--- config.mk ---
export PLATFORM = sky130hd
export DESIGN_NAME = iss_cell
export DESIGN_NICKNAME = d
export VERILOG_FILES = /design/src/rtl/core/iss_pkg.sv /design/src/rtl/core/iss_cell.sv
export SDC_FILE = /design/constraint.sdc
export NUM_CORES = 1
export LEC_CHECK = 0
export ABC_AREA = 1
export BUFFER_PORTS_ARGS = -buffer_cell sky130_fd_sc_hd__buf_2
export CAP_MARGIN = 5
export CORE_MARGIN = 2
export CORE_UTILIZATION = 36
export CTS_BUF_LIST = sky130_fd_sc_hd__clkbuf_16
export CTS_CLUSTER_SIZE = 10
export DETAILED_ROUTE_END_ITERATION = 6
export GPL_TIMING_DRIVEN = 0
export PLACE_DENSITY = 0.74
export SYNTH_ARGS = -nofsm -noshare
export SYNTH_HDL_FRONTEND = slang
export SYNTH_SLANG_ARGS = --single-unit
--- constraint.sdc ---
create_clock -name clk_i -period 2.2 [get_ports clk_i]
set_clock_uncertainty 0.2 [all_clocks]
set_input_delay 0.11 -clock clk_i [delete_from_list [all_inputs] [get_ports clk_i]]
set_output_delay 0.11 -clock clk_i [all_outputs]
set_load 0.02 [all_outputs]
--- src/rtl/core/iss_pkg.sv ---
// ----------------------------------------------------------------------------
// iss_pkg
// Shared types and constants for the set statistics block.
// ----------------------------------------------------------------------------
package iss_pkg;

  localparam int MAX_ITEMS  = 256;
  localparam int VALUE_BITS = 32;
  localparam int SUM_W      = 40;
  localparam int CNT_W      = $clog2(MAX_ITEMS + 1);
  localparam int STEP_W     = $clog2(SUM_W + 1);

  typedef enum logic [1:0] {
    ST_LOAD,
    ST_SCAN,
    ST_OUT
  } state_e;

  typedef struct packed {
    logic [CNT_W-1:0]             freq;
    logic signed [VALUE_BITS-1:0] val;
  } cand_t;

endpackage

--- src/rtl/core/iss_cell.sv ---
// ----------------------------------------------------------------------------
// iss_cell
// One table slot: distinct value and its count, plus one stage of the
// mode search that runs down the chain.
// ----------------------------------------------------------------------------
module iss_cell (
  input  logic                            clk_i,
  input  logic [iss_pkg::CNT_W-1:0]       idx_i,
  input  logic [iss_pkg::CNT_W-1:0]       used_i,
  input  logic                            upd_i,
  input  logic signed [iss_pkg::VALUE_BITS-1:0] val_i,
  input  logic                            any_match_i,
  output logic                            match_o,
  input  iss_pkg::cand_t                  cand_i,
  output iss_pkg::cand_t                  cand_o
);
  import iss_pkg::*;

  logic signed [VALUE_BITS-1:0] val_q;
  logic [CNT_W-1:0]             freq_q;
  cand_t                        cand_q;
  logic                         occ;
  logic                         take;

  assign occ     = idx_i < used_i;
  assign match_o = occ && (val_q == val_i);
  assign take    = occ && ((freq_q > cand_i.freq) ||
                           ((freq_q == cand_i.freq) && (val_q < cand_i.val)));

  always_ff @(posedge clk_i) begin
    if (upd_i && match_o) begin
      freq_q <= freq_q + CNT_W'(1);
    end else if (upd_i && !any_match_i && (idx_i == used_i)) begin
      val_q  <= val_i;
      freq_q <= CNT_W'(1);
    end
    if (take) begin
      cand_q.freq <= freq_q;
      cand_q.val  <= val_q;
    end else begin
      cand_q <= cand_i;
    end
  end

  assign cand_o = cand_q;

endmodule

==> impl_metrics.toml <==
[clocking]
cts_root_buf = "clkbuf_16"
cts_buffer_depth = 2
clk_latency_ns = 0.33
clk_pin_slew_ns = 0.06
htree_levels = 3
tritoncts = "built"
numClockSinks = 82
cts_buffers = 9

[global_routing]
antenna_found_initial = 0
track_usage_pct = 18.50
grt_max_degree = 14
grt_pass1_wl_um = 19160
grt_pass1_vias = 4144
globalRoute.totalOverflow = 0

[sta]
fmax_ghz = 0.4080
hold_violations = 0
setup_viol = 74
tns_ns = -12.54
period_share_pct = 111.4
tightest_slew_ns = 0.6572
rsz0062_at_grt = "true"
finalMaxSlewViolations = 0
slew_headroom_pct = 55.78
setup_slack_ns = -0.2508
period_needed_ns = 2.451
hold_ws_ns = 0.2160

[floorplan]
rows = 40
pin_count = 136
initial_core_util_pct = 37.20
dieArea_mm2 = 0.01348
core_area_mm2 = 0.01216
dieWidth_um = 116.1
die_y_um = 116.1

[placement]
gpl.final_weighted_congestion = 0.7864
portBuffers = 135
dp_hpwl_um = 7999

[worst_setup_path]
r2r_start = "val_q[10]"
critPathMaxFanout = 10
start_kind = "register"
cp-end-kind = "register"
crit_arrival_ns = 2.46
required_ns = 2.21
path_class = "register to register"
reg2reg_depth = 15
timing.rr.end = "cand_o[10]"
ff2ff_setup_slack_ns = -0.25

[final_layout]
drive_gt1_share_pct = 29.61
final_nets = 900
area_growth_syn_to_layout_pct = 53.79
antenna_cells = 0

[yosys]
ys_seq_elements = 82
syn_inst = 511
synth_nets = 655
syn_area_mm2 = 0.004524
seq_area_frac_synth_pct = 45.35
yosys.cell_types.count = 26
syn_avg_cell_area_um2 = 8.854
yosys-top-cells-area = "edfxtp_1, dfxtp_1, ha_1"
synth_top_area_cell = "edfxtp_1"
ys_warn_count = 0
yosys.area.top_type_share_pct = 27.21

[run_status]
violations = "negative setup slack"
outcome = "finished, violations left"

[detailed_routing]
dr.pass1.iters = 6
wirelength_um = 12290
wl_per_cell_um = 13.24
drt_iter0_drc = 225
dr_total_vias = 4276
drc_errors = 0
vias_per_cell = 4.608
drtAntennaViolNets = 0

[worst_hold_path]
hold_start = "any_match_i"
hold_end = "freq_q[4]"
hold_depth = 4
hp-class = "input port to register"

[pwr]
leakage_nw = 3.385
switching_share_pct = 24.05
power_frac_clock_pct = 41.6
power.internal_w = 0.003103
pwr-share-seq_pct = 42.0
p_per_area_mw_per_mm2 = 587.1
power_frac_comb_pct = 16.4
vdd_drop_max_mv = 0.3320
switching_power_w = 0.0009822

[run]
max_cap_violations = 0
[cells by family after synthesis]
group                      after synthesis  synth area share, %
buffers and inverters                   80                7.605
xor gates and xnor gates                37                7.163
adders and majority gates               50                13.83
DFF                                     82                45.35
AOI/OAI and AO/OA                       34                3.982
and+or+nand+nor                        228                22.07
[through the flow]
| stage | setup slack, ns | power, W | util, % | instances | cell area, µm² |
|---|---|---|---|---|---|
| 2_1_floorplan | -0.2367 | 0.002050 | - | 511 | 4543 |
| 3_3_place_gp | -0.8305 | 0.002283 | 44.64 | 814 | 5429 |
| 3_5_place_dp | -0.8650 | 0.002291 | 44.64 | 814 | 5429 |
| 4_1_cts | -0.2131 | 0.004095 | 55.45 | 918 | 6744 |
| 5_1_grt | -0.3681 | 0.004277 | 57.21 | 928 | 6958 |
| 6_report | -0.2508 | 0.004085 | 57.21 | 928 | 6958 |
[synthesized netlist by cell type]
library cell	instances
nand2_1	119
inv_1	67
nand3_1	53
ha_1	50
dfxtp_1	41
edfxtp_1	41
xnor2_1	32
nor2_1	26
a21oi_1	21
nand2_2	11
nand4_1	10
buf_2	8
o21ai_0	7
nor3_1	5
xor2_1	5
buf_6	3
a211oi_1	2
o21ai_1	2
a21boi_1	1
a21o_1	1
buf_8	1
inv_2	1
nand2_4	1
nand3b_1	1
nor3b_1	1
nor4_1	1
[how the worst max path moves through the flow]
| stage | startpoint | to | slack (ns) | cells after the start |
|---|---|---|---|---|
| 6_report | val_q[10] | cand_o[10] | -0.25 | 15 |
| 5_1_grt | val_q[17] | cand_o[10] | -0.37 | 13 |
| 4_1_cts | val_q[9] | val_q[4] | -0.21 | 10 |
| 3_5_place_dp | val_q[14] | val_q[15] | -0.87 | 8 |
| 3_3_place_gp | val_q[14] | val_q[15] | -0.83 | 8 |
| 2_1_floorplan | val_q[15] | val_q[0] | -0.24 | 8 |
[timing repair]
item	in CTS	in global routing
hold buffers	73	1
pin swaps	8	6
hold endpoints to repair	74	1
setup buffers	14	9
setup endpoints to repair	83	91
resized for setup	31	23
gates cloned	2	1
[worst max-delay path: stages, from the launching register on]
cell      delay (ns)
edfxtp_1        0.42
buf_4           0.16
ha_1            0.27
nand2_1         0.10
o21ai_0         0.10
a21oi_1         0.18
nand2_2         0.09
nand2_2         0.07
nand2_1         0.04
nand2_1         0.07
nand2_2         0.06
nand2_4         0.13
nand2_8         0.09
buf_8           0.15
nand2_1         0.09
nand2_1         0.09
[routing by layer]
metal | global-route usage, % | wire [µm]
met1 | 22.46 | 5321
met4 | 7.540 | 261
met2 | 32.55 | 6004
met5 | 0 | 0
met3 | 3.269 | 699
[power groups by stage]
stage,Combinational [W],Sequential (W),Clock (W)
floorplan,0.000170,0.00188,0
global placement,0.000537,0.00175,0
detailed placement,0.000543,0.00175,0
CTS,0.000650,0.00171,0.00173
global route,0.000738,0.00173,0.00181
finish,0.000670,0.00172,0.00170
[area by class of cell]
cell class,instances,area [µm²]
Clock inverter,6,106.4
Tap cell,168,210.2
Clock buffer,9,225.2
Timing Repair Buffer,232,1644
Sequential cell,82,2052
Multi-Input combinational cell,350,2315
Fill cell,1080,5204
Timing Repair inverter,1,7.507
Buffer,12,136.4
Inverter,68,261.5
[placed cells by master (no fill, tap or decap), types with 4 or more instances in the layout]
cell	Yosys	layout
edfxtp_1	41	41
ha_1	50	44
ha_4	0	6
nand3_1	53	52
buf_6	3	9
nor2_1	26	21
nand2_2	11	14
a21oi_1	21	17
nand4_1	10	10
a21oi_2	0	4
xnor2_1	32	32
buf_2	8	134
nand2_1	119	113
dlygate4sd3_1	0	74
inv_1	67	66
o21ai_0	7	6
dfxtp_1	41	41
buf_4	0	20
xor2_1	5	5
clkbuf_16	0	10
nor2_2	0	4
[flip-flops by register name (all words and copies together) (netlist names)]
name	flops
cand_o	41
freq_q	9
val_q	32
Note: power is estimated with default switching activity, not from simulation.
