**src/rtl/core/iss_pkg.sv**
```systemverilog
// ----------------------------------------------------------------------------
// iss_pkg
// Shared types and constants for the set statistics block.
// ----------------------------------------------------------------------------
package iss_pkg;

  localparam int MAX_ITEMS  = 256;
  localparam int VALUE_BITS = 32;
  localparam int SUM_W      = 40;
  localparam int CNT_W      = $clog2(MAX_ITEMS + 1);
  localparam int STEP_W     = $clog2(SUM_W + 1);

  typedef enum logic [1:0] {
    ST_LOAD,
    ST_SCAN,
    ST_OUT
  } state_e;

  typedef struct packed {
    logic [CNT_W-1:0]             freq;
    logic signed [VALUE_BITS-1:0] val;
  } cand_t;

endpackage

```
**src/rtl/core/iss_div.sv**
```systemverilog
// ----------------------------------------------------------------------------
// iss_div
// Bit-serial signed divide of the sum by the element count, one quotient
// bit per cycle, truncating toward zero.
// ----------------------------------------------------------------------------
module iss_div (
  input  logic                               clk_i,
  input  logic                               rst_ni,
  input  logic                               start_i,
  input  logic signed [iss_pkg::SUM_W-1:0]   num_i,
  input  logic [iss_pkg::CNT_W-1:0]          den_i,
  output logic                               done_o,
  output logic signed [iss_pkg::VALUE_BITS-1:0] quo_o
);
  import iss_pkg::*;

  logic [SUM_W-1:0]  quo_q, quo_d;
  logic [CNT_W:0]    rem_q, rem_d;
  logic [STEP_W-1:0] step_q, step_d;
  logic              busy_q, busy_d;
  logic              done_q, done_d;
  logic              neg_q, neg_d;
  logic [CNT_W:0]    rem_sh;
  logic [SUM_W-1:0]  quo_fix;

  always_comb begin
    quo_d  = quo_q;
    rem_d  = rem_q;
    step_d = step_q;
    busy_d = busy_q;
    done_d = done_q;
    neg_d  = neg_q;
    rem_sh = {rem_q[CNT_W-1:0], quo_q[SUM_W-1]};
    if (start_i) begin
      neg_d  = num_i[SUM_W-1];
      quo_d  = num_i[SUM_W-1] ? (~num_i + SUM_W'(1)) : num_i;
      rem_d  = '0;
      step_d = '0;
      busy_d = 1'b1;
      done_d = 1'b0;
    end else if (busy_q) begin
      if (rem_sh >= {1'b0, den_i}) begin
        rem_d = rem_sh - {1'b0, den_i};
        quo_d = {quo_q[SUM_W-2:0], 1'b1};
      end else begin
        rem_d = rem_sh;
        quo_d = {quo_q[SUM_W-2:0], 1'b0};
      end
      step_d = step_q + STEP_W'(1);
      if (step_q == STEP_W'(SUM_W - 1)) begin
        busy_d = 1'b0;
        done_d = 1'b1;
      end
    end
  end

  always_ff @(posedge clk_i or negedge rst_ni) begin
    if (!rst_ni) begin
      busy_q <= 1'b0;
      done_q <= 1'b0;
      step_q <= '0;
    end else begin
      busy_q <= busy_d;
      done_q <= done_d;
      step_q <= step_d;
    end
  end

  always_ff @(posedge clk_i) begin
    quo_q <= quo_d;
    rem_q <= rem_d;
    neg_q <= neg_d;
  end

  assign quo_fix = neg_q ? (~quo_q + SUM_W'(1)) : quo_q;
  assign quo_o   = (den_i == '0) ? '0 : quo_fix[VALUE_BITS-1:0];
  assign done_o  = done_q;

endmodule

```
**config.mk**
```make
export PLATFORM = sky130hd
export DESIGN_NAME = iss_div
export DESIGN_NICKNAME = d
export VERILOG_FILES = /design/src/rtl/core/iss_pkg.sv /design/src/rtl/core/iss_div.sv
export SDC_FILE = /design/constraint.sdc
export NUM_CORES = 1
export LEC_CHECK = 0
export BUFFER_PORTS_ARGS = -buffer_cell sky130_fd_sc_hd__buf_4
export CORE_MARGIN = 3
export CORE_UTILIZATION = 47
export DETAILED_ROUTE_END_ITERATION = 16
export PLACE_DENSITY_LB_ADDON = 0.1
export REMOVE_ABC_BUFFERS = 1
export SYNTH_ARGS = -nofsm -noshare
export SYNTH_HDL_FRONTEND = slang
export SYNTH_SLANG_ARGS = --single-unit
export TNS_END_PERCENT = 5
```
**constraint.sdc**
```tcl
create_clock -name clk_i -period 8.24 [get_ports clk_i]
set_clock_uncertainty 0.1 [all_clocks]
set_input_delay 1.648 -clock clk_i [delete_from_list [all_inputs] [get_ports clk_i]]
set_output_delay 1.648 -clock clk_i [all_outputs]
set_load 0.01 [all_outputs]
```
==> metrics.md <==
| Metric | Value |
|---|---|
| Critical path class | `input port to output pin` |
| Die area | `between 0.01 and 0.015 sq mm` |
| Post-route DRC | `0` |
| Largest stage delay on the critical path | `between 0.9 and 1 ns` |
| Vias in the first global route | `a little under 4000` |
| Rel. slew slack | `roughly 28%` |
| Max-cap violations | `0` |
| Primary FF master, synth | `edfxtp_1` |
| Reg area | `0.00161 sq mm` |
| Distinct cell type count after synthesis | `50` |
| 1st-pass router iterations | `4` |
| Sink Count | `just under 60` |
| ANT nets after route | `0` |
| Crit. End Element | `output pin` |
| Final worst path period share | `between 60% and 70%` |
| Via density | `5.64` |
| CTS Buf Count | `9` |
| Tot GR Track Use | `between 15 and 20%` |
| Die Wd | `approximately 110 um` |
| Most common cell on crit path | `buf_4` |
| Slew Viols, Final | `0` |
| Drt wl/cell | `roughly 15 um` |
| Largest net degree at the start of global routing | `101` |
| FFs w/ async S/R, synth | `13.8%` |
| Power Dens Cells | `roughly 160 mW/mm^2` |
| Tmin final | `between 5 and 6 ns` |
| Die height | `approximately 110 um` |
| Total number of vias | `4188` |
| Area of the multi-input gates | `between 0.002 and 0.003 sq mm` |
| Post-synth EDFFs | `41` |
| Initial Util | `between 40% and 50%` |
| Fill count | `slightly below 900` |
| Total core area | `0.00937 sq mm` |
| Diode count | `0` |
| Total Wirelength | `11100 um` |
| Final Hold Fails | `0` |
| Sequential area share after synthesis | `between 30% and 40%` |
| Leak | `2.22 nW` |
| Setup Buffers After CTS | `0` |
| Fmax | `199 MHz` |
| Setup_tns | `0 ns` |
| DR iter-0 viols | `roughly 190` |
| Crit path launch type | `input port` |
| CP cell instances | `buf_4, nor4_1, and4_1, nor2_1, buf_4` |
| Synth-to-Final Area Change | `18.8%` |
| Synthesized cell area | `roughly 0.0046 sq mm` |
| Yosys top cell by area | `edfxtp_1` |
| Slew of the pin with the lowest slew margin | `1.09 ns` |
| Worst Hold Class | `flip-flop to flip-flop` |
| Critical-path top delay cell | `and4_1` |
| Post_cts resized | `0` |
| Synth warnings | `0` |
| Grt total ovfl | `0` |
| H-Tree Depth | `3` |
| RSZ-0062 raised after global routing | `no` |
| Clock buffer depth | `2` |
| Yosys top cell area share | `approximately a quarter` |
| Root buf cell | `clkbuf_8` |
| Boundary Pins | `85` |
| NumNets Final | `approximately 670` |
| # rows | `35` |
| GP Congestion | `slightly above 0.8` |
| Mean Syn Cell Area | `8.52 sq um` |
| CTS tree | `done` |
| Crit-path max FO | `32` |
| IO buf count | `84` |
| Share of layout cells above drive strength 1 | `a little under a fifth` |
| Top post-synthesis cells by area | `edfxtp_1 27%, xor2_1 13%, nor2_1 7.9%, a21oi_1 4.6%, dfrtp_1 4.3%` |
| DP Wirelength | `between 7000 and 8000 um` |
| Seq cells post-synth | `between 50 and 60` |
| VDD IR max | `0.0938 mV` |
| Clock latency on the worst-skew pair | `approximately 0.33 ns` |
| First-pass GRT wire length | `18100 um` |
| Clock-pin slew on the worst setup and hold paths | `about 0.07 ns` |
| Tot Pwr | `about 0.85 mW` |
| Initial antenna violation count | `0` |
| Post-Syn Instances | `between 500 and 600` |
| Run status | `complete, no violations` |
| Setup violators final | `0` |
| Cts hold-fix bufs | `0` |
| Worst path required time | `roughly 6.5 ns` |
| Worst EP arrival | `roughly 3.3 ns` |
final timing paths:
| kind | depth (start not counted) | slack [ns] | from | end |
|---|---|---|---|---|
| min | 2 | 0.41 | rem_q[1] | rem_q[1] |
| min reg2reg | 2 | 0.41 | rem_q[1] | rem_q[1] |
| max in group asynchronous | 1 | 6.90 | rst_ni | step_q[2] |
| max reg2reg | 10 | 5.00 | quo_q[39] | rem_q[3] |
| min in group asynchronous | 1 | 1.02 | rst_ni | step_q[0] |
| max | 5 | 3.21 | den_i[6] | quo_o[23] |
flip-flops by register name (all words and copies together) (netlist names):
| register | cells |
|---|---|
| neg_q | 1 |
| done_o | 1 |
| rem_q | 9 |
| step_q | 6 |
| busy_q | 1 |
| quo_q | 40 |
layer usage:
layer  wire, um  part of all wire (%)  track usage, %
met1       5030                    45            25.6
met3        487                   4.4            2.53
met2       5330                    48            33.1
met4        229                   2.1            8.25
met5          0                     0               0
kinds of logic after synthesis:
| logic type | after synthesis | share of synthesized area, % |
|---|---|---|
| and+or+nand+nor | 204 | 21.1 |
| AOI/OAI and AO/OA | 131 | 20.3 |
| xor gates and xnor gates | 75 | 14.2 |
| DFF | 58 | 35.0 |
| buffers and inverters | 55 | 4.67 |
| adders and majority gates | 13 | 3.69 |
| muxes | 5 | 1.09 |
cells in the final DEF (no fill, tap or decap), types with 11 or more instances in the layout:
cell type,Yosys,routed
o31ai_1,21,21
nor3_1,15,15
clkbuf_8,0,11
o21ai_0,21,21
nand2_1,26,26
buf_4,0,88
edfxtp_1,41,41
nand4_1,11,11
inv_1,23,23
xor2_1,68,68
nor2_1,97,97
ha_1,12,12
o41ai_1,15,15
a21oi_1,42,42
worst max-delay path: cells and delay by family:
family | cells | cell delay [ns]
and+or+nand+nor | 3 | 1.30
buffers and inverters | 2 | 0.31
cells in the mapped netlist, drive strengths merged (2+ instances only):
master  count
o21a        2
and3        5
nor2       97
nand4      11
nor4        9
or2         2
inv        23
clkbuf     26
a21o        4
nand3b      5
o41ai      23
dfxtp       9
nand2b      3
o31ai      21
nand4b      3
or3         8
o221ai      2
buf         6
a31oi       3
o21ai      21
dfrtp       8
or4         3
nand2      26
xor2       68
a311oi      2
a21oi      42
mux2i       5
nand3      10
a211oi      4
nor2b       4
edfxtp     41
ha         12
nor3       15
xnor2       7
final cells by class:
type | instances | share of cell area [%]
inverters | 23 | 1.58
clock inverters | 3 | 0.297
clock buffers | 13 | 2.90
flip-flops and latches | 58 | 29.4
repair buffers | 88 | 12.1
well taps | 129 | 2.95
multi-input cells | 428 | 50.8
power by group:
group	internal [mW]	switching [mW]
Clock	0.124	0.112
Sequential	0.347	0.0327
Combinational	0.118	0.120
through the flow:
| step | utilization (%) | area [sq um] | cells | hold slack, ns | setup slack [ns] |
|---|---|---|---|---|---|
| 2_1_floorplan | - | 4480 | 509 | 0.371 | 3.73 |
| 3_3_place_gp | 56.6 | 5300 | 726 | 0.401 | 3.22 |
| 3_5_place_dp | 56.6 | 5300 | 726 | 0.405 | 3.18 |
| 4_1_cts | 58.5 | 5480 | 742 | 0.414 | 3.18 |
| 5_1_grt | 58.5 | 5480 | 742 | 0.436 | 2.89 |
| 6_report | 58.5 | 5480 | 742 | 0.413 | 3.21 |
No activity file was read; power rests on OpenSTA's default activity.
